`src/hdl/tpkf_pkg.sv`:
```
// Package for the target position Kalman filter: widths, codes and saturation helpers.
`timescale 1ns / 1ps
`default_nettype none
package tpkf_pkg;

  localparam int VAR_W  = 48;   // variance width, unsigned Q32.16
  localparam int POS_W  = 32;   // position width, signed Q16.16
  localparam int MA_W   = 98;   // serial multiplier: shifted multiplicand / product
  localparam int MB_W   = 34;   // serial multiplier: multiplier bits, one per cycle
  localparam int MCNT_W = 6;
  localparam int DVD_W  = 80;   // divider dividend bits, one per cycle
  localparam int REM_W  = 50;
  localparam int QUO_W  = 34;
  localparam int DCNT_W = 7;
  localparam int TERM_W = 33;   // distance term, capped at 2^32
  localparam int ISQ_W  = 34;   // root operand width
  localparam int ROOT_W = 17;

  localparam logic [VAR_W-1:0] VAR_MAX  = {VAR_W{1'b1}};
  localparam logic [VAR_W-1:0] VEL_INIT = 48'd100 << 16;
  localparam logic [QUO_W-1:0] TERM_CAP = 34'h1_0000_0000;
  localparam logic [ISQ_W-1:0] ISQ_TOP  = 34'h1_0000_0000;

  // input command codes
  localparam logic [1:0] CMD_PREDICT  = 2'd0;
  localparam logic [1:0] CMD_UPDATE   = 2'd1;
  localparam logic [1:0] CMD_INIT     = 2'd2;

  // configuration register indexes
  localparam logic REG_POS_STD   = 1'b0;
  localparam logic REG_ACCEL_STD = 1'b1;

  typedef enum logic [1:0] {
    OP_NONE    = 2'd0,
    OP_PREDICT = 2'd1,
    OP_UPDATE  = 2'd2,
    OP_INIT    = 2'd3
  } lane_op_t;

  typedef struct packed {
    logic     start;
    lane_op_t op;
  } lane_cmd_t;

  // saturate a shifted product to the variance width
  function automatic logic [VAR_W-1:0] sat_var(input logic [MA_W-1:0] v);
    return (|v[MA_W-1:VAR_W]) ? VAR_MAX : v[VAR_W-1:0];
  endfunction

  function automatic logic [VAR_W-1:0] add_sat(input logic [VAR_W-1:0] a,
                                               input logic [VAR_W-1:0] b);
    logic [VAR_W:0] s;
    s = {1'b0, a} + {1'b0, b};
    return s[VAR_W] ? VAR_MAX : s[VAR_W-1:0];
  endfunction

endpackage
`default_nettype wire

```
`src/hdl/tpkf_isqrt.sv`:
```
// Merging stage: integer square root of the summed axis terms, one result bit per step.
`timescale 1ns / 1ps
`default_nettype none
module tpkf_isqrt
  import tpkf_pkg::*;
(
  input  wire logic              clk,
  input  wire logic              rst,
  input  wire logic              start,
  input  wire logic [ISQ_W-1:0]  v,
  output logic                   busy,
  output logic [ROOT_W-1:0]      root
);

  logic [ISQ_W-1:0] rem, res, bitv, trial;

  assign trial = res + bitv;
  assign root  = res[ROOT_W-1:0];

  always_ff @(posedge clk) begin
    if (rst) begin
      busy <= 1'b0;
    end else if (start) begin
      busy <= 1'b1;
      rem  <= v;
      res  <= '0;
      bitv <= ISQ_TOP;
    end else if (busy) begin
      if (rem >= trial) begin
        rem <= rem - trial;
        res <= (res >> 1) + bitv;
      end else begin
        res <= res >> 1;
      end
      bitv <= bitv >> 2;
      if (bitv[0]) busy <= 1'b0;
    end
  end

endmodule
`default_nettype wire

```
`config.mk`:
```
export PLATFORM = sky130hd
export DESIGN_NAME = tpkf_isqrt
export DESIGN_NICKNAME = d
export VERILOG_FILES = /design/src/hdl/tpkf_pkg.sv /design/src/hdl/tpkf_isqrt.sv
export SDC_FILE = /design/constraint.sdc
export NUM_CORES = 1
export LEC_CHECK = 0
export BUFFER_PORTS_ARGS = -buffer_cell sky130_fd_sc_hd__buf_2
export CAP_MARGIN = 20
export CORE_MARGIN = 2
export CORE_UTILIZATION = 45
export CTS_BUF_LIST = sky130_fd_sc_hd__clkbuf_8
export DETAILED_ROUTE_END_ITERATION = 16
export PLACE_DENSITY = 0.73
export SYNTH_ARGS = -nofsm -noshare
export SYNTH_HDL_FRONTEND = slang
export SYNTH_SLANG_ARGS = --single-unit
```
`constraint.sdc`:
```
create_clock -name clk -period 15 [get_ports clk]
set_input_delay 4.5 -clock clk [delete_from_list [all_inputs] [get_ports clk]]
set_output_delay 4.5 -clock clk [all_outputs]
set_load 0.01 [all_outputs]
```
==> flow_metrics.tcl, run 1 <==
set metrics [dict create \
    ys_async_sr_fraction_pct 0 \
    start_kind "input port" \
    synth_warnings 0 \
    rr_worst_depth 21 \
    drt_iter0_drc 494 \
    first_pass_iters 6 \
    final_nets 957 \
    dp_slack_ns 8.243 \
    clock-sinks 86 \
    clockBufferDepth 2 \
    max_freq_mhz 158.4 \
    vias 6178 \
    skew_ns 0.01063 \
    grt.met3_usage_pct 3.640 \
    cellLeakagePower_nw 3.059 \
    viasPerCell 5.752 \
    clock_latency_ns 0.38 \
    cts_root_buffer "clkbuf_8" \
    io_pins 55 \
    fin_ws_ns 8.686 \
    status "complete, no violations" \
    slew_viol_final 0 \
    drc_errors 0 \
    grt_pass1_vias 5840 \
    detail_route.wl_per_cell_um 16.74 \
    cts_tree "built" \
    fill_cells 1614 \
    grt_util_all_layers_pct 20.78 \
    arrival_ns 6.33 \
    initial_core_util_pct 45.55 \
    yosysSeqAreaShare_pct 34.55 \
    synth_area_leaders "edfxtp_1, ha_1, xor2_1, nand2_1, o21ai_0" \
    min_period_ns 6.314 \
    critPathCaptureType "flip-flop" \
    num_antenna_cells 0 \
    r2r_slack_ns 8.73 \
    synthCells 822 \
    ys_ff_latch 86 \
    die_h_um 132.6 \
    synth_fp_nets 930 \
    coreArea_sq_um 16350 \
    r2r_start "res[2]$_SDFFCE_PP0P_" \
    crit_path_end "rem[33]$_DFFE_PP_" \
    grt_start_max_net_pins 92 \
    post-route-period-util_pct 42.09 \
    peakVddDrop_v 0.00005146 \
    final_layout_size_suffix_gt1_share_pct 11.12 \
    startpoint "start" \
    powerDensity_nw_per_um2 113.7 \
    row_count 47 \
    use_met2_pct 32.24 \
    dieArea_sq_um 17590 \
    drt-total-wl_um 17980 \
    rsz0062_at_grt "false" \
    synth_cell_types 67 \
    gp_congestion 0.9022 \
    ant_nets 0 \
    synthFlopType "edfxtp_1" \
    setup-violations-final 0 \
    path_class "in2reg" \
    grt_busiest_layer "met2" \
    met1_usage_pct 29.40 \
    max_cap_violations 0 \
    cts_buffers 9 \
    die_w_um 132.6 \
    postSynthAreaPerCell_sq_um 9.058 \
    cts_resized 0 \
    cts_hold_buf 0 \
    grt_first_pass_wirelength_um 29460 \
    rr_endpoint "res[19]$_SDFFCE_PP0P_" \
    path_max_fanout 52 \
    hold_class "reg2reg" \
    worstMarginPinSlew_ns 0.8838 \
    io_buffers 54 \
    fin_area_sq_um 7974 \
    whs_ns 0.5602 \
    placed_cell_area_sq_um 7792 \
    grt_remaining_overflow 0 \
    h-tree-depth 3 \
    synth_edf_count 85 \
    antenna_found_initial 1 \
    synth_top_area_share_pct 34.28 \
    yosys.area.top_type "edfxtp_1" \
    dp_hpwl_um 13260 \
    worstPathRequired_ns 15.02 \
    maxSlewHeadroom_pct 41.08 \
    fin_tns_setup_ns 0 \
    post-cts-setup-buffers 0 \
    synth_area_sq_um 7446 \
    path_clk_slew_ns 0.09 \
    hold_violations 0 \
    syn_to_final_growth_pct 7.091 \
]
## how the worst min path moves through the flow
stage	slack, ns	cells past startpoint	from	endpoint
floorplan	0.46	1	bitv[0]$_SDFFCE_PP0P_	busy$_SDFF_PP0_
global placement	0.53	1	bitv[0]$_SDFFCE_PP0P_	busy$_SDFF_PP0_
global route	0.59	1	bitv[0]$_SDFFCE_PP0P_	busy$_SDFF_PP0_
CTS	0.55	1	bitv[0]$_SDFFCE_PP0P_	busy$_SDFF_PP0_
finish	0.56	1	bitv[0]$_SDFFCE_PP0P_	busy$_SDFF_PP0_
detailed placement	0.53	1	bitv[0]$_SDFFCE_PP0P_	busy$_SDFF_PP0_
## synthesized netlist by cell type, drive strengths merged, types with 2 or more instances
cell    count
a31oi      32
inv        11
a311o       2
nor4b       2
a21boi      5
o21ai      68
buf        26
mux2        3
or3        11
clkbuf     16
nand3      14
a311oi      3
o21a        5
nand2b      3
nor3b       4
xor2       43
nor2       76
nor4        2
nor2b      32
o211a       3
a211o       4
nand2      94
and3        5
a21o       23
o211ai      3
and2        6
nand4       6
or2         3
edfxtp     85
a31o        2
a221oi      2
nor3       14
xnor2      35
a21oi      59
a211oi     18
o21bai     14
ha         70
o41ai       3
## cells by family after synthesis
kind of cell | after synthesis | share of synthesized area, %
buf+inv | 53 | 3.915
compound gates | 256 | 22.55
mux | 4 | 0.5881
simple gates | 274 | 17.19
fa+ha+maj | 71 | 12.03
xor+xnor | 78 | 9.175
flops | 86 | 34.55
## critical path, stage by stage
cell and delay, ns:
buf_4 0.28, nor2_1 0.15, nor2_4 0.09, buf_4 0.55
a21boi_4 0.27, buf_4 0.45
## stage by stage
stage	cells	util (%)	total power (W)
after floorplan	822	-	0.0006605
after global placement	1058	47.67	0.0007374
after detailed placement	1058	47.67	0.0007452
after CTS	1074	48.78	0.0009085
after global routing	1074	48.78	0.0009716
final	1074	48.78	0.0009070
## report_power, final
| group | leakage, nW | switching [W] | total, W | internal, W |
|---|---|---|---|---|
| clock | 0.106 | 0.0000894 | 0.000161 | 0.0000721 |
| combinational | 2.13 | 0.000251 | 0.000420 | 0.000169 |
| sequential | 0.825 | 0.0000221 | 0.000325 | 0.000303 |
## metal layers
layer | part of all wire (%) | vias up | routed length, um
met4 | 2.1 | 2 | 383
met3 | 5.5 | 25 | 994
met2 | 44 | 173 | 7957
met1 | 48 | 2888 | 8623
met5 | 0.089 | - | 16
li1 | - | 3090 | -
## sequential cells by signal, summed over array words and instances (netlist names)
signal / flops
rem: 34
res: 34
bitv: 17
busy: 1
## layout by cell type (no fill, tap or decap), drive strengths merged, types with 11 or more instances in the layout
master,instances
o21bai,14
or3,11
a21o,23
a31oi,32
nor3,14
edfxtp,85
nand2,94
buf,58
a21oi,59
nand3,14
inv,14
o21ai,68
nor2b,32
xnor2,35
clkbuf,12
ha,70
xor2,43
a211oi,18
nor2,76
## area by class of cell
type | count | area, sq um | area share [%]
clock inverters | 4 | 16.27 | 0.2040
repair buffers | 58 | 302.8 | 3.797
inverters | 11 | 41.29 | 0.5178
flip-flops and latches | 86 | 2572 | 32.26
clock buffers | 12 | 165.2 | 2.071
well taps | 220 | 275.3 | 3.452
multi-input cells | 683 | 4601 | 57.70
No activity file was read; power rests on OpenSTA's default activity.
==> inputs of run 2 (changes only) <==
--- a/config.mk
+++ b/config.mk
@@ -5,6 +5,7 @@
 export SDC_FILE = /design/constraint.sdc
 export NUM_CORES = 1
 export LEC_CHECK = 0
+export ABC_AREA = 1
 export BUFFER_PORTS_ARGS = -buffer_cell sky130_fd_sc_hd__buf_2
 export CAP_MARGIN = 20
 export CORE_MARGIN = 2
==> constraint.sdc (replaced) <==
create_clock -name clk -period 6 [get_ports clk]
set_input_delay 1.8 -clock clk [delete_from_list [all_inputs] [get_ports clk]]
set_output_delay 1.8 -clock clk [all_outputs]
set_load 0.01 [all_outputs]
==> run 2 against run 1 <==
  * Clock power rose to 3.1 times the previous value
  * Cell area rose by 32%
  * Critical path type is now reg2reg
  * Die area rose by 32%
  * Final cell count rose by 70%
  * Highest routed layer is now met4
  * Clock-buffer cell count fell by 3
==> flow_metrics.tcl, run 2 <==
set metrics [dict create \
    combPwrFrac_pct 51.8 \
    drt-total-wl_um 28080 \
    mostFrequentLayoutCells "nand2_1, inv_1, nor2_1, nand3_1, edfxtp_1" \
    grt_pass1_vias 9294 \
    r2r_start "res[16]$_SDFFCE_PP0P_" \
    hold_violations 0 \
    p_sw_share_pct 45.42 \
    die_h_um 152.5 \
    p_int_w 0.001543 \
    fin_area_sq_um 10520 \
    clock_latency_ns 0.39 \
    cts_root_buffer "clkbuf_8" \
    power.switching_w 0.001284 \
    synth_area_sq_um 9918 \
    detail_route.wl_per_cell_um 15.35 \
    synth_area_leaders "edfxtp_1, nand2_1, ha_1, inv_1, nor2_1" \
    synth_top_area_share_pct 25.73 \
    hp-start "bitv[0]$_SDFFCE_PP0P_" \
    yosysSeqAreaShare_pct 25.94 \
    synth_warnings 0 \
    clock-sinks 86 \
    postSynthAreaPerCell_sq_um 6.517 \
    ant_nets 0 \
    first_pass_iters 5 \
    seqPwrFrac_pct 30.2 \
    synth_most_common_cell "nand2_1" \
    critPathCaptureType "flip-flop" \
    coreArea_sq_um 21760 \
    status "complete, no violations" \
    cts_buffers 9 \
    synthFlopType "edfxtp_1" \
    grt_remaining_overflow 0 \
    cp_common_cell "nand2_1" \
    seqCellArea_sq_um 2572 \
    initial_core_util_pct 45.59 \
    cpMaxStageDelayCell "edfxtp_1" \
    post-cts-setup-buffers 0 \
    post-route-period-util_pct 81.25 \
    clockBufferDepth 2 \
    row_count 54 \
    viasPerCell 5.338 \
    path_max_fanout 35 \
    cts_resized 0 \
    multi_input_area_sq_um 6291 \
    total_power_w 0.002826 \
    drt_iter0_drc 728 \
    min_period_ns 4.875 \
    rr_worst_depth 19 \
    grt_first_pass_wirelength_um 45510 \
    maxSlewHeadroom_pct 57.35 \
    io_buffers 54 \
    ys_async_sr_fraction_pct 0 \
    arrival_ns 4.97 \
    start_kind "flip-flop" \
    fill_cells 2299 \
    synth_edf_count 85 \
    worstPathRequired_ns 6.09 \
    antenna_found_initial 0 \
    reg.largest.list "rem x34, res x34, bitv x17" \
    slowest_delay_ns 0.55 \
    yosys-top-cells-count "nand2_1, inv_1, nor2_1, nand3_1, edfxtp_1" \
    num_antenna_cells 0 \
    synthCells 1522 \
    dieArea_sq_um 23240 \
    mostFrequentLayoutCell "nand2_1" \
    ys_ff_latch 86 \
    max_freq_mhz 205.1 \
    dp_hpwl_um 22470 \
    cellLeakagePower_nw 5.193 \
    gp_congestion 0.9746 \
    drc_errors 0 \
    placed_cell_area_sq_um 10260 \
    powerDensity_nw_per_um2 268.6 \
    grt_start_max_net_pins 94 \
    cts_tree "built" \
    syn_to_final_growth_pct 6.080 \
    peakVddDrop_v 0.0001215 \
    synth_fp_nets 1630 \
    rsz0062_at_grt "false" \
    hold_depth 1 \
    setup-violations-final 0 \
    io_pins 55 \
    h-tree-depth 3 \
    skew_ns 0.01590 \
    slew_viol_final 0 \
    pwr-share-clk_pct 18.0 \
    hold_class "reg2reg" \
    synth_cell_types 41 \
    final_layout_size_suffix_gt1_share_pct 9.877 \
    worstMarginPinSlew_ns 0.6397 \
    cts_hold_buf 0 \
    fin_tns_setup_ns 0 \
    yosys.area.top_type "edfxtp_1" \
    path_clk_slew_ns 0.10 \
    die_w_um 152.5 \
    final_nets 1653 \
    r2r_slack_ns 1.12 \
    holdPathEnd "busy$_SDFF_PP0_" \
    grt_util_all_layers_pct 23.97 \
    path_class "reg2reg" \
    max_cap_violations 0 \
    rr_endpoint "rem[26]$_DFFE_PP_" \
    vias 9763 \
    finish.utilization_pct 48.36 \
    crit_chain "ha_1 > nand2_1 > o21ai_0 > a21oi_1 > nor2_1 > a211oi_1 > nand2_1 > nand2_1 > nand2_1 > ha_1 > a21oi_1 > nand2_1 > a21oi_1 > nand3_2 > nor2_8 > nand2_8 > o21bai_1 > inv_1 > buf_4" \
]
[run 2: changes by cell type after synthesis, moves of 33 or more]
cell     previous run  this run
nand2_1            94       541
inv_1              10       192
nand3_1            14        98
nor2_1             76       145
nand4_1             6        49
nand3_2             0        33
[run 2: layer usage]
layer,GRT usage (%),routed length (um),up-vias
met3,2.133,1483,75
met2,38.35,12570,307
met4,10.41,1073,0
li1,-,-,4970
met1,33.26,12950,4411
met5,0,0,-
[run 2: cell families after synthesis]
| kind of cell | Yosys count | share of synthesized area, % |
|---|---|---|
| AND/OR/NAND/NOR | 938 | 42.60 |
| buffers and inverters | 244 | 10.71 |
| AO/OA/AOI/OAI | 136 | 7.569 |
| flip-flops | 86 | 25.94 |
| adder cells (fa/ha/maj) | 71 | 9.032 |
| XOR/XNOR | 47 | 4.150 |
[run 2: how the worst max path moves through the flow]
stage / from / endpoint / slack, ns / cells past startpoint
after global placement: res[8]$_SDFFCE_PP0P_ / rem[27]$_DFFE_PP_ / 1.29 / 21
after CTS: res[16]$_SDFFCE_PP0P_ / rem[29]$_DFFE_PP_ / 1.20 / 19
final: res[16]$_SDFFCE_PP0P_ / rem[26]$_DFFE_PP_ / 1.12 / 19
after global routing: res[10]$_SDFFCE_PP0P_ / rem[26]$_DFFE_PP_ / 0.69 / 20
after detailed placement: res[16]$_SDFFCE_PP0P_ / rem[25]$_DFFE_PP_ / 1.21 / 19
after floorplan: start / rem[0]$_DFFE_PP_ / 0.25 / 6
[run 2: cell type report]
type                            instances  area share, %
Inverter                              196          7.004
Tap cell                              280          3.330
Multi-Input combinational cell       1192          59.79
Clock buffer                            9          1.177
Clock inverter                          6          1.058
Sequential cell                        86          24.45
Timing Repair Buffer                   60          3.187
[run 2: per-stage QoR]
stage                     hold WS, ns  std cells  setup slack (ns)
after global placement         0.4781       1813             1.289
after floorplan                0.4639       1522            0.2529
after global routing           0.5141       1829            0.6885
after detailed placement       0.4935       1813             1.211
after CTS                      0.4949       1828             1.203
final                          0.4861       1829             1.125
[run 2: critical path, delay by kind of cell (launching register included)]
family / cells / cell delay (ns)
AND/OR/NAND/NOR: 9 / 1.49
AO/OA/AOI/OAI: 6 / 1.41
adder cells (fa/ha/maj): 2 / 0.75
flip-flops: 1 / 0.55
buffers and inverters: 2 / 0.31
[run 2: power groups by stage]
stage,Sequential [W],Clock [W],Combinational (W)
2_1_floorplan,0.000825,0,0.00118
3_3_place_gp,0.000862,0,0.00142
3_5_place_dp,0.000863,0,0.00144
4_1_cts,0.000851,0.000513,0.00145
5_1_grt,0.000862,0.000530,0.00165
6_report,0.000854,0.000507,0.00147
